`src/design/tkhi_pkg.sv`:
```
package tkhi_pkg;

    // request modes
    localparam logic [1:0] MODE_LOOKUP = 2'd0;
    localparam logic [1:0] MODE_APPEND = 2'd1;
    localparam logic [1:0] MODE_CLEAR  = 2'd2;

    // result status codes
    localparam logic [2:0] ST_FOUND    = 3'd0;
    localparam logic [2:0] ST_APPENDED = 3'd1;
    localparam logic [2:0] ST_MISS     = 3'd2;
    localparam logic [2:0] ST_FULL     = 3'd3;
    localparam logic [2:0] ST_CLEARED  = 3'd4;

    // 64-bit finaliser multipliers
    localparam logic [63:0] MIX_C1 = 64'hbf58476d1ce4e5b9;
    localparam logic [63:0] MIX_C2 = 64'h94d049bb133111eb;

    typedef struct packed {
        logic [1:0]  mode;
        logic [63:0] source_id;
        logic [31:0] revision;
        logic [31:0] vertex_total;
        logic [31:0] index_total;
    } t_in_item;

    typedef struct packed {
        logic [2:0] status;
        logic [7:0] entry_number;
    } t_out_item;

    typedef struct packed {
        logic [63:0] source_id;
        logic [31:0] revision;
        logic [31:0] vertex_total;
        logic [31:0] index_total;
    } t_key;

endpackage

```
`src/design/tkhi_hash.sv`:
```
module tkhi_hash #(
    parameter int SLOT_W = 9
) (
    input  logic              i_clk,
    input  logic              i_rst_n,
    input  logic              i_start,
    input  tkhi_pkg::t_in_item i_item,
    output logic              o_done,
    output logic [SLOT_W-1:0] o_slot
);

    // three rounds, two multiplies each, four steps per multiply
    logic        r_busy;
    logic        r_done;
    logic [1:0]  r_step;
    logic        r_mul;
    logic [1:0]  r_round;
    logic [63:0] r_x;
    logic [63:0] r_acc;
    logic [63:0] r_prod;
    logic [SLOT_W-1:0] r_slot;

    logic [63:0] coef;
    logic [31:0] ma;
    logic [31:0] mb;
    logic [63:0] mp;
    logic [63:0] p;
    logic [63:0] y;
    logic [63:0] z;
    logic [63:0] inj;
    logic [63:0] src;

    assign coef = r_mul ? tkhi_pkg::MIX_C2 : tkhi_pkg::MIX_C1;
    assign ma   = (r_step == 2'd2) ? r_x[63:32] : r_x[31:0];
    assign mb   = (r_step == 2'd1) ? coef[63:32] : coef[31:0];
    assign mp   = ma * mb;

    // low 64 bits of the full product: only low halves of the cross terms count
    assign p   = {r_acc[63:32] + r_prod[31:0], r_acc[31:0]};
    assign y   = p ^ (p >> 31);
    assign inj = (r_round == 2'd0) ? {i_item.revision, 32'd0}
                                   : ({16'd0, i_item.vertex_total, 16'd0}
                                      ^ {32'd0, i_item.index_total});
    assign z   = y ^ inj;
    assign src = i_item.source_id;

    always_ff @(posedge i_clk) begin
        if (!i_rst_n) begin
            r_busy  <= 1'b0;
            r_done  <= 1'b0;
            r_step  <= 2'd0;
            r_mul   <= 1'b0;
            r_round <= 2'd0;
        end else begin
            r_done <= 1'b0;
            if (i_start) begin
                r_busy  <= 1'b1;
                r_step  <= 2'd0;
                r_mul   <= 1'b0;
                r_round <= 2'd0;
                r_x     <= src ^ (src >> 30);
            end else if (r_busy) begin
                r_step <= r_step + 2'd1;
                r_prod <= mp;
                case (r_step)
                    2'd1: begin
                        r_acc <= r_prod;
                    end
                    2'd2: begin
                        r_acc[63:32] <= r_acc[63:32] + r_prod[31:0];
                    end
                    2'd3: begin
                        if (!r_mul) begin
                            r_x   <= p ^ (p >> 27);
                            r_mul <= 1'b1;
                        end else if (r_round == 2'd2) begin
                            r_busy <= 1'b0;
                            r_done <= 1'b1;
                            r_slot <= (y == 64'd0) ? SLOT_W'(1) : y[SLOT_W-1:0];
                        end else begin
                            r_x     <= z ^ (z >> 30);
                            r_mul   <= 1'b0;
                            r_round <= r_round + 2'd1;
                        end
                    end
                    default: begin
                    end
                endcase
            end
        end
    end

    assign o_done = r_done;
    assign o_slot = r_slot;

endmodule

```
`config.mk`:
```
export PLATFORM = sky130hd
export DESIGN_NAME = tkhi_hash
export DESIGN_NICKNAME = d
export VERILOG_FILES = /design/src/design/tkhi_pkg.sv /design/src/design/tkhi_hash.sv
export SDC_FILE = /design/constraint.sdc
export NUM_CORES = 2
export LEC_CHECK = 0
export ABC_AREA = 1
export BUFFER_PORTS_ARGS = -buffer_cell sky130_fd_sc_hd__buf_2
export CAP_MARGIN = 20
export CORE_UTILIZATION = 70
export CTS_BUF_LIST = sky130_fd_sc_hd__clkbuf_8 sky130_fd_sc_hd__clkbuf_16
export DETAILED_ROUTE_END_ITERATION = 7
export PLACE_DENSITY = 0.95
export SLEW_MARGIN = 25
export SYNTH_ARGS = -nofsm -noshare
export SYNTH_HDL_FRONTEND = slang
export SYNTH_SLANG_ARGS = --single-unit
```
`constraint.sdc`:
```
create_clock -name i_clk -period 12.7 [get_ports i_clk]
set_input_delay 0.635 -clock i_clk [delete_from_list [all_inputs] [get_ports i_clk]]
set_output_delay 0.635 -clock i_clk [all_outputs]
set_load 0.01 [all_outputs]
```
==> flow_summary_export.csv <==
group,metric,value,unit
status,status,"finished with violations",
status,violations,"DRC",
cts,cts-hold-fix-buffers,0,
global_route,first_global_vias,38624,
synthesis,netlist_instances,5317,
place,gp_congestion,1.081,
cells_and_area,drive_above_1_share,6.261,%
sta,worstMarginPinSlew,1.182,ns
cts,root_buffer,"clkbuf_16",
cts,clockBufferDepth,3,
setup_path,r2r_start,"r_step[0]",
floorplanning,start_util,71.04,%
sta,skew,0.02164,ns
cts,clock_latency,0.54,ns
cells_and_area,layout.nets,6803,
floorplanning,dieArea,0.06386,mm^2
drt,wl_per_cell,23.99,um
drt,num_vias,38453,
setup_path,endpoint_kind,"flip-flop",
global_route,grt-ovfl-total,0,
synthesis,ys_ff_latch,208,
global_route,grt_pass1_wl,225900,um
synthesis,synth_cell_types,53,
floorplanning,io-pin-count,175,
setup_path,reg2reg_to,"r_prod[57]",
cells_and_area,syn2layout_area_growth,5.909,%
worst_hold_path,holdCritPathClass,"primary input to flip-flop",
worst_hold_path,whs_path_depth,3,
setup_path,ff2ff_path_depth,29,
worst_hold_path,hold_start,"i_item[142]",
sta,rsz0062_at_grt,"false",
sta,finalSetupTns,0,ns
drt,drt_iter0_markers,5377,
synthesis,synth.avg_cell_area,8.276,um^2
sta,clock.fmax,0.09301,GHz
floorplanning,core_area,0.06194,mm^2
run,drv_cap,0,
floorplanning,die_w,252.7,um
drt,drc_errors,14,
setup_path,crit_path_start_kind,"flip-flop",
setup_path,path_max_fanout,23,
global_route,antenna_found_initial,2,
setup_path,worstSetupPathType,"flip-flop to flip-flop",
drt,ant_nets,0,
drt,viasPerCell,6.104,
synthesis,syn_nets,6671,
global_route,grt_max_degree,90,
setup_path,cp_data_required_time,13.07,ns
drt,firstDrtPassIters,8,
sta,hold_viol,0,
cts,postCtsSetupRepairBufs,0,
synthesis,ys_warn_count,0,
floorplanning,rows,91,
floorplanning,die_height,252.7,um
cts,cts_resized,0,
sta,period_share,84.66,%
synthesis,synth-edff-count,201,
cts,clkSinkCount,208,
setup_path,crit_top_cell,"fa_1",
synthesis,syn_area,0.04400,mm^2
place,place_hpwl,126600,um
synthesis,postSynth.asyncResetShare,0,%
cts,worst_setup_hold_path_clk_slew,0.08,ns
setup_path,startpoint,"r_step[0]",
cts,cts_tree,"built",
cts,cts_made_buffers,20,
setup_path,rrSetupSlack,1.95,ns
sta,setup_viol,0,
synthesis,ys_seq_area_share,14.04,%
synthesis,ys.flop_type,"edfxtp_1",
place,place.port_buffers,172,
cts,h-tree-depth,1,
worst_hold_path,hold_end,"r_x[46]",
sta,slew_headroom,20.68,%
setup_path,crit_path_max_incr_delay,1.01,ns
sta,fin_crit,10.75,ns
global_route,grt_usage,48.56,%
drt,drt_wl_total,151100,um
setup_path,arrival,11.12,ns
sta,slew_viol_final,0,
setup_path,slowest_stage,"o21ai_1",
-- critical path: cells and delay by family, from the launching register on --
kind / cells / cell delay [ns]
compound gates: 3 / 1.75
xor+xnor: 1 / 0.17
fa+ha+maj: 10 / 5.09
buf+inv: 7 / 1.33
flops: 1 / 0.42
simple gates: 8 / 1.80
-- cell usage in the layout, fill, tap and decap left out, drive strengths merged, types with 3 or more instances in the layout --
| cell type | count |
|---|---|
| buf | 232 |
| a21oi | 143 |
| or2 | 11 |
| o21bai | 13 |
| nand3 | 155 |
| ha | 380 |
| a22oi | 3 |
| dfxtp | 7 |
| xor2 | 120 |
| o21a | 8 |
| a21o | 7 |
| inv | 1373 |
| a31oi | 14 |
| fa | 809 |
| nand3b | 13 |
| a21boi | 4 |
| o21ai | 249 |
| o211ai | 5 |
| nand4 | 20 |
| nor2 | 567 |
| nand2 | 991 |
| edfxtp | 201 |
| nor3 | 28 |
| nor4 | 4 |
| clkinv | 20 |
| xnor2 | 46 |
| clkbuf | 21 |
-- layer usage --
layer	track usage [%]	share of wire, %	vias up
li1	-	-	16160
met1	64.69	34	18302
met2	68.64	41	3207
met3	15.67	16	782
met4	30.94	8.3	2
met5	0	0.0073	-
-- cells in the mapped netlist (all sizes together) (3+ instances only) --
library cell | number | area (um^2)
nand2 | 991 | 3787
clkinv | 11 | 41.29
nor3 | 28 | 140.1
a21boi | 4 | 30.03
o21ai | 249 | 1254
clkbuf | 99 | 371.6
a21o | 7 | 52.55
inv | 1370 | 5142
nand3 | 155 | 805.8
a22oi | 3 | 22.52
nor4 | 4 | 25.02
or2 | 11 | 68.82
nand4 | 20 | 125.1
edfxtp | 201 | 6036
nand3b | 13 | 113.9
buf | 23 | 92.58
o211ai | 5 | 37.54
a31oi | 14 | 87.58
fa | 809 | 16200
nor2 | 567 | 2146
a21oi | 143 | 715.7
dfxtp | 7 | 140.1
o21a | 8 | 60.06
xnor2 | 46 | 402.9
xor2 | 120 | 1107
o21bai | 13 | 97.59
ha | 380 | 4755
-- state kept, by name, indices dropped and copies added, names as in the netlist --
name     cells
o_done       1
o_slot       9
r_acc       64
r_busy       1
r_mul        1
r_prod      64
r_round      2
r_step       2
r_x         64
-- worst max-delay path by stage --
stage                       endpoint  cells past startpoint
after floorplan           r_prod[46]                     32
after global placement    r_prod[57]                     29
after global routing      r_prod[57]                     29
final                     r_prod[57]                     29
after CTS                 r_prod[57]                     29
after detailed placement  r_prod[57]                     29
-- through the flow --
| stage | hold slack, ns | setup WS [ns] | util (%) | cell area (um^2) | instances |
|---|---|---|---|---|---|
| after floorplan | 0.4307 | 4.648 | - | 44000 | 5317 |
| final | 0.4128 | 1.948 | 75.24 | 46600 | 6300 |
| after CTS | 0.4105 | 2.405 | 75.23 | 46600 | 6299 |
| after global routing | 0.4266 | 1.780 | 75.24 | 46600 | 6300 |
| after detailed placement | 0.4405 | 2.438 | 74.19 | 45950 | 6264 |
| after global placement | 0.4436 | 2.635 | 74.18 | 45950 | 6264 |
-- cell families (layout without fill, tap and decap cells) --
group                      count (synthesis)  count (layout)  share of synthesized area (%)
xor gates and xnor gates                 167             167                          3.483
DFF                                      208             208                          14.04
buffers and inverters                   1503            1648                          12.84
other                                      0               1                              0
AOI/OAI and AO/OA                        456             456                          5.542
adders and majority gates               1189            1189                          47.61
muxes                                      3               3                        0.07109
and+or+nand+nor                         1791            1791                          16.42
-- cell type report --
type / instances / area [um^2]
multi-input combinational: 3606 / 32230
fill: 4561 / 15340
sequential: 208 / 6180
inverter: 1381 / 5185
timing repair buffer: 232 / 1311
tap: 837 / 1047
clock buffer: 21 / 525.5
clock inverter: 14 / 117.6
antenna: 1 / 2.502
Power is left out: the tool's default activity adds up to more than one toggle a clock period on the data nets, which glitch-free logic cannot reach.
