**config.mk**
```make
export PLATFORM = sky130hd
export DESIGN_NAME = tkhi_ram
export DESIGN_NICKNAME = d
export VERILOG_FILES = /design/src/design/tkhi_ram.sv
export SDC_FILE = /design/constraint.sdc
export NUM_CORES = 1
export LEC_CHECK = 0
export BUFFER_PORTS_ARGS = -buffer_cell sky130_fd_sc_hd__buf_2
export CORE_MARGIN = 3
export CORE_UTILIZATION = 50
export DETAILED_ROUTE_END_ITERATION = 10
export PLACE_DENSITY_LB_ADDON = 0.3
export SYNTH_ARGS = -nofsm -noshare
export SYNTH_HDL_FRONTEND = slang
export SYNTH_SLANG_ARGS = --single-unit
```
**constraint.sdc**
```tcl
create_clock -name i_clk -period 3.87 [get_ports i_clk]
set_clock_uncertainty 0.05 [all_clocks]
set_input_delay 1.161 -clock i_clk [delete_from_list [all_inputs] [get_ports i_clk]]
set_output_delay 1.161 -clock i_clk [all_outputs]
set_load 0.02 [all_outputs]
```
**src/design/tkhi_ram.sv**
```systemverilog
module tkhi_ram #(
    parameter int WIDTH = 8,
    parameter int DEPTH = 16
) (
    input  logic                     i_clk,
    input  logic                     i_wr_en,
    input  logic [$clog2(DEPTH)-1:0] i_wr_addr,
    input  logic [WIDTH-1:0]         i_wr_data,
    input  logic                     i_rd_en,
    input  logic [$clog2(DEPTH)-1:0] i_rd_addr,
    output logic [WIDTH-1:0]         o_rd_data
);

    logic [WIDTH-1:0] r_mem [DEPTH];
    logic [WIDTH-1:0] r_rd_data;

    always_ff @(posedge i_clk) begin
        if (i_wr_en) begin
            r_mem[i_wr_addr] <= i_wr_data;
        end
        if (i_rd_en) begin
            r_rd_data <= r_mem[i_rd_addr];
        end
    end

    assign o_rd_data = r_rd_data;

endmodule

```
==> results of run 1 <==
## logic make-up (layout without fill, tap and decap cells)
family	Yosys count	after routing	synth area share
flops	136	136	0.7812
simple gates	35	35	0.03136
mux	32	32	0.1479
compound gates	16	16	0.02298
buf+inv	10	74	0.01651
## final cells by class
class	instances	area [sq um]
sequential	136	4084
fill	678	3815
multi-input combinational	83	1057
clock buffer	20	425.4
timing repair buffer	42	250.2
tap	133	166.4
clock inverter	12	156.4
## state kept, by name, summed over array words and instances (netlist names)
name       flops
r_mem        128
o_rd_data      8
## synth_stat cells (2+ instances only)
master             n  area share
buf_2              3      0.0029
nand3b_1           2      0.0029
edfxtp_1         136        0.78
nor2_1            13      0.0093
mux4_1            14       0.070
mux4_2            18       0.078
buf_6              3      0.0065
nor3_1             4      0.0038
nand2_1            9      0.0065
nand2b_1           2      0.0024
a22oi_1           16       0.023
clkdlybuf4s25_2    3      0.0057
## power breakdown
group | internal, mW | switching (mW) | leakage, nW
Sequential | 1.66 | 0.00876 | 1.24
Clock | 1.03 | 0.547 | 0.280
Combinational | 0.0615 | 0.0926 | 0.558
## path summary, 6_finish.rpt
| kind | end | slack (ns) | cells past startpoint |
|---|---|---|---|
| worst max-delay path | o_rd_data[1] | 1.36 | 5 |
| worst min register to register | o_rd_data[7] | 0.70 | 3 |
| worst max register to register | o_rd_data[3] | 2.27 | 3 |
| worst min-delay path | o_rd_data[7] | 0.70 | 3 |
## per-layer routing
layer | up-vias | wire length (um)
li1 | 1089 | -
met1 | 1322 | 4693
met2 | 114 | 4731
met3 | 18 | 654
met4 | 0 | 247
met5 | - | 0
## metrics by stage
stage,utilization,hold slack (ns)
finish,0.6168,0.6976
global route,0.6168,0.7265
CTS,0.6168,0.7074
detailed placement,0.5583,0.6898
global placement,0.5583,0.6764
floorplan,-,0.6548
## worst max-delay path: stages
cell and delay, ns:
buf_2 0.37, buf_4 0.32, mux4_1 0.60, a22oi_1 0.21
nand2_1 0.07
==> flow_summary.json, run 1 <==
{
  "peakVddDrop_mv": 0.3223,
  "fmax_mhz": 398.7,
  "wire_per_inst_um": 24.24,
  "gp_congestion": 0.7446,
  "grt_antenna_before_repair": 0,
  "synth_seq_cells": 136,
  "first_pass_iters": 5,
  "path_clk_slew_ns": 0.06,
  "tns_ns": 0,
  "synth_area_sq_mm": 0.005228,
  "synth_ff_type": "edfxtp_1",
  "stdcell_count": 426,
  "report.final.slew_viol_count": 0,
  "synth.avg_cell_area_sq_um": 22.83,
  "synth_edf_count": 136,
  "die_area_sq_mm": 0.01172,
  "area_delta_synth_final_pct": 17.45,
  "grtUsageMet2": 0.2749,
  "grt_first_pass_wirelength_mm": 15.40,
  "numCtsBuffers": 17,
  "synth_cell_types": 18,
  "dpl_cell_area_sq_mm": 0.005558,
  "final_layout_size_suffix_gt1_frac": 0.2901,
  "grt_max_degree": 23,
  "seq_area_frac_synth": 0.7812,
  "rsz0062_at_grt": "no",
  "slew-limit-headroom": 0.4015,
  "io_pins": 27,
  "initial_utilization": 0.5251,
  "routed_wl_mm": 10.33,
  "yosysWarnings": 0,
  "leakagePower_nw": 2.074,
  "arrival_ns": 2.74,
  "hold_start": "r_mem[13][7]",
  "core_area_sq_mm": 0.009955,
  "cts_sinks": 136,
  "regToRegStartpoint": "r_mem[0][3]",
  "tightest_slew_ns": 0.8945,
  "final_antenna_net_count": 0,
  "fin_nets": 299,
  "grt_pass1_vias": 2516,
  "netlist_instances": 229,
  "avgViaCountPerCell": 5.969,
  "worstSkewPairLatency_ns": 0.53,
  "setup_slack_ns": 1.362,
  "critical_path.max_fanout": 15,
  "cts_hold_buf": 0,
  "period_needed_ns": 2.508,
  "synthArstFlopShare": 0,
  "dp.cells": 394,
  "gr-total-overflow": 0,
  "min_path_type": "reg -> reg",
  "cp-startpoint": "i_rd_addr[0]",
  "drc_errors": 0,
  "outcome": "complete, no violations",
  "cts_root_buffer": "clkbuf_8",
  "powerDensity_mw_per_mm2": 554.0,
  "busiest_layer": "met1",
  "final_cell_mix": "edfxtp_1 (136), buf_2 (26), mux4_2 (18)",
  "finalCritPeriodShare": 0.6481,
  "finalInstanceArea_sq_mm": 0.006140,
  "post-place-ws_ns": 0.8103,
  "drt_iter0_drc": 252,
  "finalSetupViolCount": 0,
  "cp.required_ns": 4.10,
  "ctsResizeCount": 0,
  "syn_nets": 248,
  "die_h_um": 108.3,
  "grt_util_met1": 0.2842,
  "dp_hpwl_mm": 6.238,
  "startpoint_type": "input pin",
  "portBuffers": 26,
  "num_vias": 2543,
  "cts_buffer_depth": 2,
  "rows": 36,
  "n_antenna_cell": 0,
  "layout_commonest_cell": "edfxtp_1",
  "die_w_um": 108.3,
  "finalHoldViolCount": 0,
  "finalPower_mw": 3.402,
  "ctsHtreeMaxLevel": 4,
  "met3_usage": 0.06030,
  "path_class": "in -> reg",
  "grt_usage": 0.1945,
  "postCtsSetupBuffers": 0,
  "setup.worst_path.end_class": "register",
  "cts_tree": "done",
  "max_cap_viol_count": 0
}
Power figures use the tool's default switching activity.
==> inputs of run 2 (changes only) <==
ABC_AREA = 1   (was not set)
clock period = 2.6 ns   (was 3.87 ns; I/O delays follow)
==> run 2 against run 1 <==
Against the previous run: combinational power rose by 100%; core utilization fell by 0.50 points; sequential share of layout area fell by 6.5 points; register-to-register slack got worse by 0.91 ns; setup slack got worse by 0.63 ns; clock power rose by 68%; wire length rose by 30%; die area rose by 11%; critical path depth fell by 4; critical endpoint is now o_rd_data[2].
==> flow_summary.json, run 2 <==
{
  "startpoint_type": "register",
  "dpl_cell_area_sq_mm": 0.006148,
  "setup.worst_path.end_class": "output port",
  "synth_cell_types": 11,
  "die_h_um": 114.1,
  "synthArstFlopShare": 0,
  "die_area_sq_mm": 0.01303,
  "netlist_instances": 551,
  "fmax_mhz": 535.7,
  "cp_cell_sequence": "buf_2",
  "path_clk_slew_ns": 0.06,
  "grt_first_pass_wirelength_mm": 21.53,
  "finalInstanceArea_sq_mm": 0.006807,
  "grt_antenna_before_repair": 0,
  "synth_top_cell_by_area": "edfxtp_1",
  "ctsResizeCount": 0,
  "leakagePower_nw": 2.950,
  "outcome": "complete, no violations",
  "report.final.slew_viol_count": 0,
  "largest_reg_flops": 128,
  "first_pass_iters": 6,
  "min_path_type": "reg -> reg",
  "ctsHtreeMaxLevel": 4,
  "tns_ns": 0,
  "layout_commonest_cell": "nand2_1",
  "grt_max_degree": 33,
  "syn_nets": 570,
  "synth_top_area_frac": 0.6985,
  "initial_utilization": 0.5255,
  "drt_iter0_drc": 360,
  "grt_pass1_vias": 3979,
  "path_class": "reg -> out",
  "grtUsageMet2": 0.3419,
  "num_vias": 3862,
  "die_w_um": 114.1,
  "seq_area_frac_synth": 0.6985,
  "routed_wl_mm": 13.46,
  "peakVddDrop_mv": 0.4706,
  "powerDensity_mw_per_mm2": 802.1,
  "cp.required_ns": 1.77,
  "critPathBufInv": 1,
  "worstSkewPairLatency_ns": 0.41,
  "portBuffers": 26,
  "ys_top_cells_by_area": "edfxtp_1 (70%), nand2_1 (11%), nand3_1 (8.3%)",
  "slew-limit-headroom": 0.4564,
  "postCtsSetupBuffers": 0,
  "final_antenna_net_count": 0,
  "max_cap_viol_count": 0,
  "finalHoldViolCount": 0,
  "grt_util_met1": 0.3218,
  "busiest_layer": "met2",
  "numCtsBuffers": 17,
  "fin_nets": 611,
  "yosysWarnings": 0,
  "tightest_slew_ns": 0.8125,
  "grt_usage": 0.2253,
  "period_needed_ns": 1.867,
  "arrival_ns": 1.04,
  "avgViaCountPerCell": 5.184,
  "gp_congestion": 0.8360,
  "critPathTopFamily": "flip-flops",
  "cts_sinks": 136,
  "critical_path.max_fanout": 1,
  "num-fill-cells": 876,
  "finalCritPeriodShare": 0.7179,
  "rsz0062_at_grt": "no",
  "io_pins": 27,
  "synth_area_sq_mm": 0.005847,
  "synth_ff_type": "edfxtp_1",
  "final_cell_mix": "nand2_1 (173), edfxtp_1 (136), inv_1 (100)",
  "cts_hold_buf": 0,
  "gr-total-overflow": 0,
  "area_delta_synth_final_pct": 16.41,
  "yosysMostFrequentCell": "nand2_1",
  "dp_hpwl_mm": 7.955,
  "rows": 38,
  "met3_usage": 0.05655,
  "synth_common_cells": "nand2_1 (173), edfxtp_1 (136), inv_1 (100)",
  "synth_seq_cells": 136,
  "crit_slowest_cell": "edfxtp_1",
  "finalSetupViolCount": 0,
  "final_layout_size_suffix_gt1_frac": 0.1273,
  "cts_root_buffer": "clkbuf_16",
  "regMostFlops": "r_mem",
  "cts_buffer_depth": 2,
  "synth_edf_count": 136,
  "drc_errors": 0,
  "max_stage_delay_ns": 0.43,
  "n_antenna_cell": 0,
  "synth.avg_cell_area_sq_um": 10.61,
  "core_area_sq_mm": 0.01113,
  "cts_tree": "done",
  "wire_per_inst_um": 18.07
}
-- run 2: cell types whose count changed after synthesis, sizes merged, moves of 2 or more --
| cell | before | now |
|---|---|---|
| a22oi | 16 | 0 |
| buf | 7 | 24 |
| clkdlybuf4s25 | 3 | 0 |
| inv | 0 | 102 |
| mux4 | 32 | 0 |
| nand2 | 9 | 173 |
| nand2b | 2 | 0 |
| nand3 | 1 | 97 |
| nor2 | 13 | 17 |
| nor3 | 4 | 0 |
-- run 2: report_power, final --
| part | switching, mW | internal (mW) | total (mW) | leakage, nW |
|---|---|---|---|---|
| clock network | 0.878 | 1.79 | 2.66 | 0.311 |
| registers | 0.0147 | 2.47 | 2.49 | 1.24 |
| logic | 0.224 | 0.0854 | 0.309 | 1.40 |
| total | 1.12 | 4.34 | 5.46 | 2.95 |
-- run 2: final cells by class --
type,count,area (sq um),share of cell area
Multi-Input combinational cell,289,1214,0.1783
Clock inverter,14,229.0,0.03364
Clock buffer,18,429.2,0.06305
Tap cell,140,175.2,0.02574
Sequential cell,136,4084,0.6000
Inverter,102,382.9,0.05625
Timing Repair Buffer,46,292.8,0.04301
-- run 2: logic make-up (layout without fill, tap and decap cells) --
logic type / after synthesis / in the layout / share of synthesized area
buf+inv: 126 / 180 / 0.09394
flops: 136 / 136 / 0.6985
simple gates: 289 / 289 / 0.2076
-- run 2: worst paths after layout --
kind	cells past startpoint	from	to	slack (ns)
max	1	o_rd_data[2]	o_rd_data[2]	0.73
min	6	r_mem[13][1]	o_rd_data[1]	0.67
max reg2reg	6	r_mem[9][0]	o_rd_data[0]	1.36
min reg2reg	6	r_mem[13][1]	o_rd_data[1]	0.67
-- run 2: metrics by stage --
step	power [mW]	hold slack, ns	util	setup WS [ns]	cells
2_1_floorplan	2.714	0.6329	-	0.8192	551
3_3_place_gp	2.827	0.6576	0.5526	0.4173	713
3_5_place_dp	2.837	0.6693	0.5526	0.3551	713
4_1_cts	5.482	0.6784	0.6118	0.7240	745
5_1_grt	5.643	0.6810	0.6118	0.7098	745
6_report	5.460	0.6728	0.6118	0.7334	745
-- run 2: tightest hold or removal path, stage by stage, from the launching register on --
cell and delay [ns]:
edfxtp_1 0.31, nand2_1 0.05, nand2_1 0.05, nand2_1 0.04, nand3_1 0.06, nand3_1 0.06
nand2_1 0.05
-- run 2: routing by layer --
layer,vias to the layer above,part of all wire
met5,-,0
met4,0,0.013
met3,16,0.10
met2,177,0.47
met1,1802,0.42
li1,1867,-
==> inputs of run 3 (changes only) <==
clock period = 1.87 ns   (was 2.6 ns; I/O delays follow)
==> run 3 against run 2 <==
Against the previous run: count of clock-buffer cells in the layout rose by 1; clock power is 11% higher; non-clock buffer count grew 6; flip-flop and latch count stayed put; setup slack lost 0.49 ns; sequential power increased by 39%; power is 25% higher; final area down 1.0%; final cell count up 0.54%; critical endpoint is now o_rd_data[6]; largest cell class unchanged; largest power group is now registers; highest routed layer unchanged.
==> flow_summary.json, run 3 (synthesis results as in run 2) <==
{
  "die_area_sq_mm": 0.01303,
  "critPathTopFamily": "flip-flops",
  "n_antenna_cell": 0,
  "grt_max_degree": 44,
  "finalPower_mw": 6.833,
  "worstSkewPairLatency_ns": 0.41,
  "period_needed_ns": 1.627,
  "largest_reg_flops": 128,
  "regMostFlops": "r_mem",
  "final_antenna_net_count": 0,
  "postCtsSetupBuffers": 0,
  "numCtsBuffers": 17,
  "slew-limit-headroom": 0.5890,
  "finalSetupViolCount": 0,
  "fmax_mhz": 614.7,
  "drt_iter0_drc": 380,
  "layout_commonest_cell": "nand2_1",
  "report.final.slew_viol_count": 0,
  "initial_utilization": 0.5255,
  "cts_tree": "done",
  "critPathBufInv": 1,
  "final_cell_mix": "nand2_1 (173), edfxtp_1 (136), inv_1 (100)",
  "gr-total-overflow": 0,
  "cp_cell_sequence": "buf_2",
  "finalInstanceArea_sq_mm": 0.006736,
  "die_h_um": 114.1,
  "first_pass_iters": 6,
  "portBuffers": 26,
  "stdcell_count": 749,
  "startpoint_type": "register",
  "tns_ns": 0,
  "finalHoldViolCount": 0,
  "setup.worst_path.end_class": "output port",
  "cts_root_buffer": "clkbuf_16",
  "holdWs_ns": 0.4605,
  "ctsResizeCount": 0,
  "grt_util_met1": 0.3089,
  "fin_nets": 617,
  "critical_path.max_fanout": 1,
  "leakagePower_nw": 2.920,
  "finalCritPeriodShare": 0.8700,
  "num_vias": 3989,
  "arrival_ns": 1.02,
  "crit_slowest_cell": "edfxtp_1",
  "cp.required_ns": 1.26,
  "final_layout_size_suffix_gt1_frac": 0.1281,
  "drc_errors": 0,
  "wire_per_inst_um": 17.48,
  "dp_hpwl_mm": 8.152,
  "tightest_slew_ns": 0.6157,
  "max_stage_delay_ns": 0.42,
  "io_pins": 27,
  "max_cap_viol_count": 0,
  "peakVddDrop_mv": 0.5181,
  "core_area_sq_mm": 0.01113,
  "rsz0062_at_grt": "no",
  "dpl_cell_area_sq_mm": 0.006218,
  "outcome": "complete, no violations",
  "path_clk_slew_ns": 0.05,
  "dp.cells": 719,
  "avgViaCountPerCell": 5.326,
  "routed_wl_mm": 13.09,
  "met3_usage": 0.05180,
  "grt_usage": 0.2140,
  "post-place-ws_ns": 0.02064,
  "grt_pass1_vias": 3718,
  "setup_slack_ns": 0.2431,
  "final_core_util": 0.6055,
  "min_path_type": "in -> reg",
  "gp_congestion": 0.8661,
  "busiest_layer": "met2",
  "powerDensity_mw_per_mm2": 1014,
  "rows": 38,
  "ctsHtreeMaxLevel": 4,
  "cts_hold_buf": 0,
  "path_class": "reg -> out",
  "area_delta_synth_final_pct": 15.22,
  "cts_sinks": 136,
  "grt_antenna_before_repair": 0,
  "die_w_um": 114.1,
  "cts_buffer_depth": 2,
  "grtUsageMet2": 0.3130,
  "grt_first_pass_wirelength_mm": 20.43
}
-- run 3: routing by layer --
layer	vias up	wire length [um]
met3	22	946
met1	1918	5868
met2	178	5955
li1	1871	-
met4	0	320
met5	-	0
-- run 3: worst paths after layout --
check	startpoint	endpoint	slack, ns	depth (start not counted)
setup reg to reg	r_mem[7][0]	o_rd_data[0]	0.69	6
setup / recovery	o_rd_data[6]	o_rd_data[6]	0.24	1
hold reg to reg	r_mem[10][3]	o_rd_data[3]	0.71	6
hold / removal	i_rd_en	o_rd_data[3]	0.46	1
-- run 3: cell type report --
class,instances,area [sq um]
timing repair buffer,52,362.8
clock buffer,19,432.9
inverter,102,382.9
fill,915,4389
clock inverter,11,85.08
multi-input combinational,289,1214
tap,140,175.2
sequential,136,4084
-- run 3: where the power goes --
part / switching [mW] / internal, mW
clock network: 1.15 / 1.78
registers: 0.0220 / 3.44
logic: 0.309 / 0.129
